$ cat config.mk
export PLATFORM = sky130hd
export DESIGN_NAME = ble_advert_vendor_field_extractor
export DESIGN_NICKNAME = d
export VERILOG_FILES = /design/src/rtl/bavf_pkg.sv /design/src/rtl/bavf_walker.sv /design/src/rtl/ble_advert_vendor_field_extractor.sv
export SDC_FILE = /design/constraint.sdc
export NUM_CORES = 1
export LEC_CHECK = 0
export BUFFER_PORTS_ARGS = -buffer_cell sky130_fd_sc_hd__buf_2
export CELL_PAD_IN_SITES_DETAIL_PLACEMENT = 1
export CELL_PAD_IN_SITES_GLOBAL_PLACEMENT = 1
export CORE_MARGIN = 5
export CORE_UTILIZATION = 49
export CTS_CLUSTER_SIZE = 16
export DETAILED_ROUTE_END_ITERATION = 8
export PLACE_DENSITY_LB_ADDON = 0.12
export SYNTH_ARGS = -nofsm -noshare
export SYNTH_HDL_FRONTEND = slang
export SYNTH_SLANG_ARGS = --single-unit
$ cat constraint.sdc
create_clock -name i_clk -period 9.67 [get_ports i_clk]
set_input_delay 2.4175 -clock i_clk [delete_from_list [all_inputs] [get_ports i_clk]]
set_output_delay 2.4175 -clock i_clk [all_outputs]
set_load 0.1 [all_outputs]
$ cat src/rtl/bavf_pkg.sv
`timescale 1ns / 1ps
`default_nettype none

package bavf_pkg;

    localparam logic [7:0] VENDOR_TYPE  = 8'hFF;
    localparam logic [3:0] VENDOR_BYTES = 4'd12;

    localparam logic [1:0] ST_NONE  = 2'd0;
    localparam logic [1:0] ST_DONE  = 2'd1;
    localparam logic [1:0] ST_TRUNC = 2'd2;

    typedef enum logic [2:0] {
        PH_LEN  = 3'b001,
        PH_TYPE = 3'b010,
        PH_DATA = 3'b100
    } t_phase;

    typedef struct packed {
        logic [1:0]  status;
        logic [47:0] device_id;
        logic [15:0] food;
        logic [15:0] furnace;
        logic [15:0] battery;
    } t_result;

endpackage

`default_nettype wire

$ cat src/rtl/bavf_walker.sv
`timescale 1ns / 1ps
`default_nettype none

module bavf_walker
    import bavf_pkg::*;
(
    input  wire logic    i_clk,
    input  wire logic    i_rst_n,
    input  wire logic    i_step,
    input  wire logic    [7:0] i_byte,
    input  wire logic    i_last,
    output t_result      o_result
);

    t_phase      r_phase,   n_phase;
    logic [7:0]  r_left,    n_left;
    logic [3:0]  r_offset,  n_offset;
    logic        r_inv,     n_inv;
    logic        r_seen,    n_seen;
    logic [1:0]  r_status,  n_status;
    logic [47:0] r_id,      n_id;
    logic [15:0] r_food,    n_food;
    logic [15:0] r_furnace, n_furnace;
    logic [15:0] r_battery, n_battery;
    logic [7:0]  w_left_dec;

    assign w_left_dec = r_left - 8'd1;

    always_comb begin
        n_phase   = r_phase;
        n_left    = r_left;
        n_offset  = r_offset;
        n_inv     = r_inv;
        n_seen    = r_seen;
        n_status  = r_status;
        n_id      = r_id;
        n_food    = r_food;
        n_furnace = r_furnace;
        n_battery = r_battery;

        unique case (r_phase)
            PH_TYPE: begin
                if (i_byte == VENDOR_TYPE && !r_seen) begin
                    n_seen   = 1'b1;
                    n_inv    = 1'b1;
                    n_offset = 4'd0;
                    n_status = ST_TRUNC;
                end
                if (r_left == 8'd0) begin
                    n_phase = PH_LEN;
                    n_inv   = 1'b0;
                end else begin
                    n_phase = PH_DATA;
                end
            end
            PH_DATA: begin
                if (r_inv) begin
                    case (r_offset)
                        4'd0:    n_id[47:40]       = i_byte;
                        4'd1:    n_id[39:32]       = i_byte;
                        4'd2:    n_id[31:24]       = i_byte;
                        4'd3:    n_id[23:16]       = i_byte;
                        4'd4:    n_id[15:8]        = i_byte;
                        4'd5:    n_id[7:0]         = i_byte;
                        4'd6:    n_food[7:0]       = i_byte;
                        4'd7:    n_food[15:8]      = i_byte;
                        4'd8:    n_furnace[7:0]    = i_byte;
                        4'd9:    n_furnace[15:8]   = i_byte;
                        4'd10:   n_battery[7:0]    = i_byte;
                        4'd11:   n_battery[15:8]   = i_byte;
                        default: n_id              = r_id;
                    endcase
                    if (r_offset < VENDOR_BYTES) begin
                        n_offset = r_offset + 4'd1;
                        if (r_offset + 4'd1 == VENDOR_BYTES) begin
                            n_status = ST_DONE;
                        end
                    end
                end
                // A data phase is only entered with bytes still to come.
                if (r_left != 8'd0) begin
                    n_left = w_left_dec;
                end
                if (r_left <= 8'd1) begin
                    n_phase = PH_LEN;
                    n_inv   = 1'b0;
                end
            end
            default: begin
                if (i_byte != 8'd0) begin
                    n_left  = i_byte - 8'd1;
                    n_phase = PH_TYPE;
                end else begin
                    n_phase = PH_LEN;
                end
            end
        endcase
    end

    assign o_result.status     = n_status;
    assign o_result.device_id  = n_id;
    assign o_result.food       = n_food;
    assign o_result.furnace    = n_furnace;
    assign o_result.battery    = n_battery;

    always_ff @(posedge i_clk) begin
        if (!i_rst_n || (i_step && i_last)) begin
            r_phase   <= PH_LEN;
            r_left    <= 8'd0;
            r_offset  <= 4'd0;
            r_inv     <= 1'b0;
            r_seen    <= 1'b0;
            r_status  <= ST_NONE;
            r_id      <= 48'd0;
            r_food    <= 16'd0;
            r_furnace <= 16'd0;
            r_battery <= 16'd0;
        end else if (i_step) begin
            r_phase   <= n_phase;
            r_left    <= n_left;
            r_offset  <= n_offset;
            r_inv     <= n_inv;
            r_seen    <= n_seen;
            r_status  <= n_status;
            r_id      <= n_id;
            r_food    <= n_food;
            r_furnace <= n_furnace;
            r_battery <= n_battery;
        end
    end

    a_data_has_bytes: assert property (@(posedge i_clk) disable iff (!i_rst_n)
        r_phase == PH_DATA |-> r_left != 8'd0)
        else $error("data phase with no bytes left");

    a_vendor_implies_seen: assert property (@(posedge i_clk) disable iff (!i_rst_n)
        r_inv |-> r_seen)
        else $error("vendor field open without a vendor type byte");

    a_offset_bound: assert property (@(posedge i_clk) disable iff (!i_rst_n)
        r_offset <= VENDOR_BYTES)
        else $error("vendor offset beyond field length");

endmodule

`default_nettype wire

$ cat src/rtl/ble_advert_vendor_field_extractor.sv
`timescale 1ns / 1ps
`default_nettype none

// One payload byte is taken per cycle; the block sustains one transfer per clock
// while the final byte is not waiting for room in the output register. A byte is held
// in an input register and walked through the parser when it steps. The result is
// loaded into the output register as the final byte steps, and is offered from there.
// Synchronous active-low reset returns the parser to expect a length byte and
// empties both the input and the output register.

module ble_advert_vendor_field_extractor
    import bavf_pkg::*;
(
    input  wire logic  i_clk,
    input  wire logic  i_rst_n,
    input  wire logic  i_in_valid,
    output logic       o_in_ready,
    input  wire logic  [7:0] i_ad_byte,
    input  wire logic  i_end_of_advert,
    output logic       o_out_valid,
    input  wire logic  i_out_ready,
    output logic [1:0]  o_parse_status,
    output logic [47:0] o_device_id,
    output logic [15:0] o_probe_temp,
    output logic [15:0] o_oven_temp,
    output logic [15:0] o_supply_volts
);

    logic       r_in_valid;
    logic [7:0] r_in_byte;
    logic       r_in_last;
    logic       r_out_valid;
    t_result    r_res;
    t_result    w_res;
    logic       w_out_free;
    logic       w_step;

    assign w_out_free = !r_out_valid || i_out_ready;
    // Only the final byte needs room in the output register.
    assign w_step     = r_in_valid && (!r_in_last || w_out_free);
    assign o_in_ready = !r_in_valid || w_step;

    bavf_walker u_walker (
        .i_clk    (i_clk),
        .i_rst_n  (i_rst_n),
        .i_step   (w_step),
        .i_byte   (r_in_byte),
        .i_last   (r_in_last),
        .o_result (w_res)
    );

    always_ff @(posedge i_clk) begin
        if (!i_rst_n) begin
            r_in_valid <= 1'b0;
        end else if (o_in_ready) begin
            r_in_valid <= i_in_valid;
        end
    end

    always_ff @(posedge i_clk) begin
        if (o_in_ready && i_in_valid) begin
            r_in_byte <= i_ad_byte;
            r_in_last <= i_end_of_advert;
        end
    end

    always_ff @(posedge i_clk) begin
        if (!i_rst_n) begin
            r_out_valid <= 1'b0;
        end else if (w_step && r_in_last) begin
            r_out_valid <= 1'b1;
        end else if (i_out_ready) begin
            r_out_valid <= 1'b0;
        end
    end

    always_ff @(posedge i_clk) begin
        if (w_step && r_in_last) begin
            r_res <= w_res;
        end
    end

    assign o_out_valid    = r_out_valid;
    assign o_parse_status = r_res.status;
    assign o_device_id    = r_res.device_id;
    assign o_probe_temp   = r_res.food;
    assign o_oven_temp    = r_res.furnace;
    assign o_supply_volts = r_res.battery;

    a_result_from_last: assert property (@(posedge i_clk) disable iff (!i_rst_n)
        $rose(o_out_valid) |-> $past(w_step && r_in_last))
        else $error("result offered without a final byte");

    a_last_gives_result: assert property (@(posedge i_clk) disable iff (!i_rst_n)
        w_step && r_in_last |=> o_out_valid)
        else $error("final byte produced no result");

    a_held_byte_kept: assert property (@(posedge i_clk) disable iff (!i_rst_n)
        r_in_valid && !w_step |=> r_in_valid && $stable(r_in_byte))
        else $error("stalled byte lost from input register");

    a_no_overwrite: assert property (@(posedge i_clk) disable iff (!i_rst_n)
        w_step && r_in_last |-> w_out_free)
        else $error("result register overwritten before transfer");

endmodule

`default_nettype wire
## Yosys cells after proc, flatten, opt, wreduce, memory -nomap -nowiden

Cells that the tools add are included.

- Bits in registers: 224
- Output and inout port bits: 100
- Logic and storage cells: 113

- Add/sub/neg operators: 3
- Magnitude comparators: 2
- Equal/unequal tests: 21
- Multiplexer cells: 42
- Bitwise operators: 1
- Reductions and logical operators: 25

Operators by type and width:

| operator | count |
|---|---|
| 8-bit two-way mux | 14 |
| 16-bit two-way mux | 6 |
| 48-bit two-way mux | 2 |
| 4-bit equality test (second input constant) | 5 |
| 4-bit by 3-bit equality test with 1-bit output (second input constant) | 4 |
| 8-bit case mux with 2 select lines | 1 |
| 8-bit nonzero test | 2 |
| 8-bit by 1-bit subtractor with 8-bit output (second input constant) | 2 |
| 4-bit two-way mux | 3 |
| 2-bit two-way mux | 5 |
| 2-bit by 1-bit inequality test with 1-bit output (second input constant) | 5 |
| 4-bit by 2-bit equality test with 1-bit output (second input constant) | 2 |
| 8-bit equality test (second input constant) | 1 |
| 8-bit by 1-bit <= comparator with 1-bit output (second input constant) | 1 |
| 8-bit logical NOT | 1 |
| 4-bit case mux with 2 select lines | 1 |
| 4-bit AND reduction | 2 |
| 3-bit two-way mux | 2 |
| 3-bit case mux with 2 select lines | 1 |
| 2-bit nonzero test | 3 |
| 1-bit logical NOT | 5 |
| 1-bit two-way mux | 5 |
| 5-bit AND reduction | 1 |
| 4-bit by 1-bit adder with 4-bit output (second input constant) | 1 |
| 13 further kinds | 19 |

## Depth between registers and ports, before layout

Gate-level depths: netlist (run 1).

- Depth after elaboration: 6
- Gate-level depth with buffers: 10

## Modules after synthesis

From an unflattened synthesis (run 1), not the netlist that was laid out.

- Cell total of the unflattened synthesis: 878
- Area, all modules: 9,287.7 sq um

Modules (own cells, without submodules):

| module | instances | cells each | area each (sq um) | sequential area each (sq um) |
|---|---|---|---|---|
| bavf_walker | 1 | 759 | 5,957.0 | 2,302.2 |
| ble_advert_vendor_field_extractor | 1 | 119 | 3,330.7 | 3,253.1 |

## Worst setup path after synthesis (run 1)

OpenSTA, ideal clock, no wires.

- Kind: input to register
- Start: input i_out_ready
- End: register r_res (netlist bit o_device_id[0]), enable pin
- Setup time: 0.555 ns
- Arrival: 6.590 ns
- Required time: 9.115 ns
- Setup slack: 2.524 ns
- Stages: 2
- Path through: nor2b_1 -> nor2_1

- Cells in the longest elaborated chain, start to end: 4

RTL lines:

| item | line | text |
|---|---|---|
| start, declared | ble_advert_vendor_field_extractor.sv:21 | `input wire logic i_out_ready,` |
| 1-bit logical OR | ble_advert_vendor_field_extractor.sv:38 | `assign w_out_free = !r_out_valid \|\| i_out_ready;` |
| 1-bit logical OR | ble_advert_vendor_field_extractor.sv:40 | `assign w_step = r_in_valid && (!r_in_last \|\| w_out_free);` |
| 1-bit logical AND | ble_advert_vendor_field_extractor.sv:40 |  |
| 1-bit logical AND | ble_advert_vendor_field_extractor.sv:78 | `if (w_step && r_in_last) begin` |
| end signal, assigned | ble_advert_vendor_field_extractor.sv:79 | `r_res <= w_res;` |
| end, declared | ble_advert_vendor_field_extractor.sv:33 | `t_result r_res;` |

No other way between the ends.
A chain may end at the register's enable or synchronous reset.

## Final worst setup path (run 1)

- Start: input i_out_ready
- End: output o_in_ready

- Cells in the longest elaborated chain, start to end: 4

RTL lines:

| item | line | text |
|---|---|---|
| 1-bit logical OR | ble_advert_vendor_field_extractor.sv:38 |  |
| 1-bit logical OR | ble_advert_vendor_field_extractor.sv:40 |  |
| 1-bit logical AND | ble_advert_vendor_field_extractor.sv:40 |  |
| 1-bit logical OR | ble_advert_vendor_field_extractor.sv:41 | `assign o_in_ready = !r_in_valid \|\| w_step;` |
| end, declared | ble_advert_vendor_field_extractor.sv:17 | `output logic o_in_ready,` |

No other way between the ends.

==> flow_summary.yaml, run 1 <==
global_routing:
  antenna_found_initial: 0
  grt_pass1_vias: 7098
  grtUsageMet2_pct: 35.7
  use_met3_pct: 3.74
  overflow: 0
  grt_start_max_net_pins: 97
  track_usage_pct: 21.4
  grt_busiest_layer: "met2"
  grt_pass1_wl_mm: 38.0
  use_met1_pct: 29.4
final_layout:
  layout_common_cells: "nand2_1, o21ai_0, dfxtp_1, a21oi_1, buf_2"
  diodes: 0
  mostFrequentLayoutCell: "nand2_1"
  utilization_pct: 57.3
  stdcell_count: 1199
  layout.nets: 970
  drive_gt1_share_pct: 27.4
  syn2layout_area_growth_pct: 14.9
yosys:
  netlist-cell-type-count: 54
  ys_warn_count: 0
  synth_seq_cells: 224
  netlist_area_sq_um: 9330
  synthesis.instances: 869
  async_flop_share_pct: 0
  syn_area_per_cell_sq_um: 10.7
  synth_top_area_share_pct: 34.5
  yosys-top-cells-area: "edfxtp_1, dfxtp_1, mux2_2"
  syn_nets: 890
  yosysSeqAreaShare_pct: 59.6
  synth_area_leader_cell: "edfxtp_1"
  ys.flop_type: "dfxtp_1"
  synth_edf_count: 107
clock_tree:
  numCtsBuffers: 23
  ctsRootBufferMaster: "clkbuf_16"
  cts_num_sinks: 224
  clock_latency_ps: 510
  cts_tree: "done"
  cts.reportedPaths.clkPinSlew_ps: 60
  cts_post_setup_buffers_inserted: 0
  cts_max_level: 1
  cts_resized: 0
  cts_buffer_depth: 3
  ctsHoldBuffers: 0
place:
  dp.final_hpwl_mm: 14.4
  gp_congestion: 0.804
  dp.cells: 1158
  numPortBuffers: 112
  post-place-ws_ps: 3790
timing:
  rsz0062_at_grt: "false"
  setup_ws_ps: 3800
  timing.setup.tns_ps: 0
  slew_headroom_pct: 29.7
  period_share_pct: 60.7
  slew_viol_final: 0
  finalHoldViolCount: 0
  setup_violations: 0
  fin_crit_ps: 5870
  finClkSkew_ps: 10.1
  fmax_mhz: 170
  tightest_slew_ps: 1050
worst_setup_path:
  r2r_cells: 5
  cpPeakStageDelay_ps: 450
  crit_top_cell: "buf_2"
  r2r-start: "u_walker.r_phase[0]"
  arrival_ps: 3450
  cp_slowest_cell: "nor2b_1"
  cp-startpoint: "i_out_ready"
  worstPathMaxFanout: 5
  r2r_end: "u_walker.r_battery[11]"
  cp.required_ps: 7250
  crit_chain: "buf_2 -> nor2b_1 -> nand3_1 -> buf_2"
  cp-end-kind: "output pin"
  criticalPathCategory: "in2out"
  start_kind: "primary input"
  r2r_slack_ps: 6330
floorplanning:
  design.die.area_sq_um: 21900
  core_sq_um: 18700
  ioPinCount: 113
  placementRows: 50
  start_util_pct: 49.9
  die_w_microns: 148
  die_h_microns: 148
detailed_routing:
  viasPerCell: 5.72
  drt-pass1-iter-count: 5
  drtAntennaViolNets: 0
  drt_wl_total_mm: 23.7
  drc: 0
  drt_iter0_drc: 340
  wl_per_cell_microns: 19.8
  vias: 6861
min_path:
  worstHoldPathType: "reg2reg"
  min_path_cells: 2
  holdPathEnd: "u_walker.r_left[1]"
  hold_path_startpoint: "u_walker.r_left[1]"
power:
  peakVddDrop_v: 0.000140
  leakage_nw: 4.03
  power.density_nw_per_um2: 184
run:
  maxCapViolations: 0
run_status:
  status: "complete, no violations"
-- worst max-delay path by stage --
stage | endpoint | slack (ps) | depth (start not counted)
final | o_in_ready | 3800 | 4
after global routing | o_in_ready | 3670 | 4
after detailed placement | o_in_ready | 3790 | 4
after global placement | o_in_ready | 3850 | 4
after floorplan | o_device_id[0] | 2520 | 2
after CTS | o_in_ready | 3790 | 4
-- where the power goes --
part           switching, W  internal (W)
combinational     0.0000980     0.0000185
sequential       0.00000612      0.000999
clock              0.000358      0.000488
-- worst max-delay path: cells and delay by family --
kind,cells,cell delay (ps)
buffers and inverters,2,420
AND/OR/NAND/NOR,2,610
-- routing by layer --
metal | share of wire [%] | vias to the layer above | wire, microns
met5 | 0 | - | 0
met4 | 1.3 | 0 | 318
met3 | 4.9 | 28 | 1160
met2 | 48 | 181 | 11300
met1 | 46 | 3401 | 10900
li1 | - | 3251 | -
-- Yosys cell counts, types with 2 or more instances --
| master | instances |
|---|---|
| a211o_1 | 2 |
| buf_6 | 3 |
| a21oi_1 | 113 |
| nand3_1 | 5 |
| o21ai_0 | 127 |
| inv_1 | 11 |
| xnor2_1 | 7 |
| edfxtp_1 | 107 |
| nand3_2 | 8 |
| mux2_2 | 72 |
| o31ai_1 | 2 |
| nand4_2 | 3 |
| nand3b_1 | 2 |
| o211ai_1 | 2 |
| o221a_2 | 2 |
| nor2_2 | 4 |
| a21boi_0 | 2 |
| nor3b_2 | 2 |
| a31oi_1 | 4 |
| nand2_1 | 130 |
| nand2b_1 | 2 |
| nand4_1 | 4 |
| nor3_1 | 3 |
| mux2i_1 | 2 |
| buf_1 | 2 |
| and3_1 | 2 |
| ha_1 | 8 |
| buf_4 | 2 |
| nor2_1 | 29 |
| buf_2 | 6 |
| nor2b_1 | 2 |
| dfxtp_1 | 117 |
| clkbuf_1 | 57 |
| o21a_1 | 5 |
-- logic make-up (layout without fill, tap and decap cells) --
| family | after synthesis | count (layout) | share of synthesized area [%] |
|---|---|---|---|
| and+or+nand+nor | 209 | 209 | 11.0 |
| AOI/OAI and AO/OA | 266 | 266 | 15.1 |
| adders and majority gates | 8 | 8 | 1.07 |
| DFF | 224 | 224 | 59.6 |
| xor gates and xnor gates | 7 | 7 | 0.657 |
| muxes | 74 | 74 | 8.91 |
| buffers and inverters | 81 | 177 | 3.66 |
-- through the flow --
step                      hold slack, ps  power, W  cell area [sq um]
after detailed placement             453   0.00114              10000
after floorplan                      431   0.00111               9330
after global placement               441   0.00114              10000
final                                456   0.00197              10700
after global routing                 491   0.00204              10700
after CTS                            461   0.00199              10700
-- flip-flops by register name, indices dropped and copies added (netlist names), 2 cells and up --
name and count:
u_walker.r_status 2, u_walker.r_left 8, u_walker.r_food 16, o_supply_volts 16
o_oven_temp 16, u_walker.r_battery 16, u_walker.r_offset 4, o_parse_status 2
u_walker.r_phase 3, o_probe_temp 16, u_walker.r_furnace 16, r_in_byte 8
u_walker.r_id 48, o_device_id 48
-- cell type report --
type / instances / area [sq um]
clock buffers: 31 / 636
clock inverters: 10 / 77.6
multi-input cells: 564 / 3460
well taps: 234 / 293
fillers: 2002 / 7990
inverters: 11 / 41.3
flip-flops and latches: 224 / 5560
repair buffers: 125 / 658
Note: power is estimated with default switching activity, not from simulation.
==> run 2: changes to the inputs <==
CORE_UTILIZATION = 46   (was 49)
clock period = 5.5 ns   (was 9.67 ns; I/O delays follow)
==> run 2 against run 1 <==
  * Power increased by 75%
  * Largest power group unchanged
  * Sequential share of layout area decreased by 0.17 points
  * Sequential cell count unchanged
  * Critical path type unchanged
  * Sequential power increased by 75%
  * Setup slack got worse by 2100 ps
  * Final cell count increased by 3.0%
  * Die area increased by 6.1%
  * Core utilization decreased by 3.8 points
  * Clock-buffer cell count decreased by 5
  * Critical path depth unchanged
  * Clock power increased by 75%
  * Clock skew increased by 2.1 ps
==> flow_summary.yaml, run 2 (synthesis results as in run 1) <==
run_status:
  status: "complete, no violations"
floorplanning:
  core_sq_um: 20100
  die_w_microns: 152
  die_h_microns: 152
  design.die.area_sq_um: 23200
  ioPinCount: 113
  placementRows: 52
  start_util_pct: 46.4
detailed_routing:
  drtAntennaViolNets: 0
  viasPerCell: 5.49
  drt-pass1-iter-count: 5
  drt_wl_total_mm: 23.4
  vias: 6778
  drt_iter0_drc: 390
  drc: 0
  wl_per_cell_microns: 19.0
global_routing:
  antenna_found_initial: 0
  grt_pass1_vias: 7162
  track_usage_pct: 19.6
  overflow: 0
  grt_pass1_wl_mm: 37.8
  grt_start_max_net_pins: 111
timing:
  fmax_mhz: 264
  period_share_pct: 68.9
  rsz0062_at_grt: "false"
  finalHoldViolCount: 0
  setup_violations: 0
  timing.setup.tns_ps: 0
  finClkSkew_ps: 12.2
  tightest_slew_ps: 1280
  fin_crit_ps: 3790
  slew_headroom_pct: 14.4
  slew_viol_final: 0
final_layout:
  fin_area_sq_um: 10800
  drive_gt1_share_pct: 27.8
  syn2layout_area_growth_pct: 15.3
  layout.nets: 969
  layout_common_cells: "nand2_1, o21ai_0, dfxtp_1, a21oi_1, buf_2"
  mostFrequentLayoutCell: "nand2_1"
  diodes: 0
  fill_cells: 2184
worst_setup_path:
  critPathBufInv: 2
  cp-end-kind: "output pin"
  start_kind: "primary input"
  cp.required_ps: 4120
  criticalPathCategory: "in2out"
  cpPeakStageDelay_ps: 450
  r2r_cells: 5
  cp.depth: 4
  r2r_end: "u_walker.r_battery[11]"
  crit_top_cell: "buf_2"
  crit_path_end: "o_in_ready"
  r2r-start: "u_walker.r_phase[0]"
  cp-startpoint: "i_out_ready"
  crit_chain: "buf_2 -> nor2b_1 -> nand3_1 -> buf_2"
  worstPathMaxFanout: 5
  r2r_slack_ps: 2370
  cp_slowest_cell: "nor2b_1"
  arrival_ps: 2410
  crit_family: "simple AND/OR/NAND/NOR gates"
clock_tree:
  cts_resized: 0
  cts_max_level: 1
  numCtsBuffers: 23
  cts.reportedPaths.clkPinSlew_ps: 60
  cts_num_sinks: 224
  cts_buffer_depth: 3
  ctsHoldBuffers: 0
  ctsRootBufferMaster: "clkbuf_16"
  cts_tree: "done"
  cts_post_setup_buffers_inserted: 0
  clock_latency_ps: 510
power:
  power.density_nw_per_um2: 321
  p_total_w: 0.00345
  leakage_nw: 4.03
  peakVddDrop_v: 0.000195
run:
  maxCapViolations: 0
min_path:
  hold_path_startpoint: "u_walker.r_left[1]"
  worstHoldPathType: "reg2reg"
place:
  gp_congestion: 0.797
  numPortBuffers: 112
  dp.final_hpwl_mm: 14.0
  placed_area_sq_um: 10000
run 2: cell types whose count changed in the layout (fill, tap and decap cells not counted):
| cell | change |
|---|---|
| inv_6 | +1 |
| buf_4 | -1 |
| clkinv_2 | +5 |
| clkbuf_1 | -3 |
| clkbuf_8 | -2 |
| clkinv_1 | -1 |
| clkinvlp_4 | +1 |
run 2: worst min-delay path by stage:
stage               cells after the start  slack, ps                   to
finish                                  2        460   u_walker.r_left[1]
global route                            2        500  u_walker.r_food[12]
floorplan                               2        430      u_walker.r_seen
global placement                        2        440   u_walker.r_left[1]
detailed placement                      2        460   u_walker.r_left[1]
CTS                                     2        460   u_walker.r_left[1]
run 2: power by group:
group	leakage (nW)	total, W	switching [W]	internal (W)
Clock	0.363	0.00148	0.000643	0.000833
Combinational	1.60	0.000203	0.000171	0.0000321
Sequential	2.06	0.00177	0.0000113	0.00176
run 2: worst reg2reg max path, cell delays in order, from the launching register on:
cell and delay (ps):
dfxtp_1 390, nor4b_2 920, nand4_1 850, nor2_2 630, nand2_1 100, a21oi_1 140
run 2: final cells by class:
class	count	area, sq um	share of cell area, %
clock inverter	16	115	1.07
clock buffer	26	597	5.55
inverter	11	41.3	0.384
tap	270	338	3.14
sequential	224	5560	51.7
multi-input combinational	564	3460	32.2
timing repair buffer	124	651	6.05
run 2: through the flow:
step / hold WS [ps] / util, % / worst slack (ps) / instances
after floorplan: 431 / - / 1040 / 869
after global placement: 444 / 50.0 / 1760 / 1193
after detailed placement: 458 / 50.0 / 1720 / 1193
after CTS: 465 / 53.5 / 1700 / 1235
after global routing: 501 / 53.5 / 1600 / 1235
final: 457 / 53.5 / 1710 / 1235
run 2: routing by layer:
metal / global-route usage [%] / wire [microns] / vias up / part of all wire (%)
met3: 3.29 / 1100 / 41 / 4.7
met1: 25.6 / 10500 / 3324 / 45
met2: 33.7 / 11400 / 156 / 49
met5: 0 / 0 / - / 0
met4: 5.35 / 478 / 0 / 2.0
li1: - / - / 3257 / -
==> run 3: changes to the inputs <==
CORE_UTILIZATION = 41   (was 46)
clock period = 3.4 ns   (was 5.5 ns; I/O delays follow)
==> run 3 against run 2 <==
  * Design area rose by 1.6%
  * Clock power up 69%
  * Setup slack lost 1100 ps
  * Critical path type unchanged
  * Highest routed layer unchanged
==> flow_summary.yaml, run 3 (synthesis results as in run 1) <==
worst_setup_path:
  arrival_ps: 1900
  cp_slowest_cell: "nor2b_1"
  criticalPathCategory: "in2out"
  start_kind: "primary input"
  worstPathMaxFanout: 5
  cpPeakStageDelay_ps: 450
  crit_chain: "buf_2 -> nor2b_1 -> nand3_1 -> buf_2"
  cp.required_ps: 2550
  cp-end-kind: "output pin"
  crit_top_cell: "buf_2"
floorplanning:
  core_sq_um: 22500
  design.die.area_sq_um: 25900
  die_h_microns: 161
  die_w_microns: 161
  start_util_pct: 41.4
  ioPinCount: 113
  placementRows: 55
place:
  dp.final_hpwl_mm: 14.5
  numPortBuffers: 112
  gp_congestion: 0.729
  post-place-ws_ps: 567
  dp.cells: 1217
final_layout:
  stdcell_count: 1263
  layout_common_cells: "nand2_1, o21ai_0, dfxtp_1, a21oi_1, buf_2"
  diodes: 0
  drive_gt1_share_pct: 27.4
  syn2layout_area_growth_pct: 17.2
  layout.nets: 980
  mostFrequentLayoutCell: "nand2_1"
power:
  sw_frac_of_total_pct: 23.8
  leakage_nw: 4.09
  comb_power_share_pct: 5.9
  p_int_w: 0.00435
  p_total_w: 0.00571
  peakVddDrop_v: 0.000384
  power_switching_w: 0.00136
  seq_power_share_pct: 50.3
  power.density_nw_per_um2: 522
  p_clk_share_pct: 43.8
timing:
  hold_slack_ps: 455
  rsz0062_at_grt: "false"
  slew_headroom_pct: 35.4
  period_share_pct: 80.8
  finalHoldViolCount: 0
  timing.setup.tns_ps: 0
  slew_viol_final: 0
  fmax_mhz: 364
  setup_ws_ps: 654
  setup_violations: 0
  tightest_slew_ps: 965
  fin_crit_ps: 2750
  finClkSkew_ps: 13.3
clock_tree:
  cts_buffer_depth: 3
  clock_latency_ps: 520
  cts_resized: 0
  numCtsBuffers: 25
  cts.reportedPaths.clkPinSlew_ps: 60
  ctsHoldBuffers: 0
  cts_num_sinks: 224
  cts_max_level: 1
  cts_tree: "done"
  ctsRootBufferMaster: "clkbuf_16"
  cts_post_setup_buffers_inserted: 0
run:
  maxCapViolations: 0
detailed_routing:
  viasPerCell: 5.33
  drc: 0
  drt_wl_total_mm: 23.7
  drt-pass1-iter-count: 4
  vias: 6736
  drt_iter0_drc: 378
  drtAntennaViolNets: 0
  wl_per_cell_microns: 18.8
run_status:
  status: "complete, no violations"
global_routing:
  overflow: 0
  grt_start_max_net_pins: 60
  grt_pass1_vias: 6860
  grt_pass1_wl_mm: 37.9
  antenna_found_initial: 0
  track_usage_pct: 17.9
min_path:
  worstHoldPathType: "reg2reg"
-- run 3: changes by cell type in the layout (fill, tap and decap cells not counted) --
cell / change
buf_12: +4
clkbuf_1: +9
clkinv_1: +4
clkbuf_16: +2
inv_8: +1
buf_4: +5
clkbuf_8: -1
inv_6: -1
clkinv_2: -9
clkinvlp_4: -1
-- run 3: worst max-delay path: cells and delay by family --
kind	cells	cell delay [ps]
buffers and inverters	2	420
and+or+nand+nor	2	610
-- run 3: final cells by class --
class | count | area, sq um
fillers | 2468 | 11600
clock buffers | 36 | 667
flip-flops and latches | 224 | 5560
clock inverters | 10 | 80.1
repair buffers | 133 | 768
multi-input cells | 564 | 3460
inverters | 11 | 41.3
well taps | 285 | 357
-- run 3: through the flow --
step           utilization, %  instance area (sq um)
6_report                 48.6                  10900
5_1_grt                  48.6                  10900
4_1_cts                  48.6                  10900
3_5_place_dp             45.2                  10200
3_3_place_gp             45.2                  10200
2_1_floorplan               -                   9330
-- run 3: power by group through the flow --
stage          combinational [W]  sequential [W]  clock [W]
2_1_floorplan           0.000141         0.00302          0
3_3_place_gp            0.000335         0.00293          0
3_5_place_dp            0.000337         0.00293          0
4_1_cts                 0.000339         0.00287    0.00258
5_1_grt                 0.000355         0.00287    0.00269
6_report                0.000335         0.00287    0.00250
-- run 3: worst paths after layout --
| kind | slack (ps) | from | depth (start not counted) | to |
|---|---|---|---|---|
| worst max-delay path | 650 | i_out_ready | 4 | o_in_ready |
| worst min-delay path | 450 | u_walker.r_left[1] | 2 | u_walker.r_left[1] |
| worst max register to register | 1050 | u_walker.r_phase[2] | 5 | u_walker.r_id[35] |
| worst min register to register | 450 | u_walker.r_left[1] | 2 | u_walker.r_left[1] |
-- run 3: routing by layer --
metal | track usage (%) | wire length (microns)
met1 | 25.4 | 11500
met2 | 28.5 | 10700
met3 | 3.44 | 1140
met4 | 4.30 | 453
met5 | 0 | 0
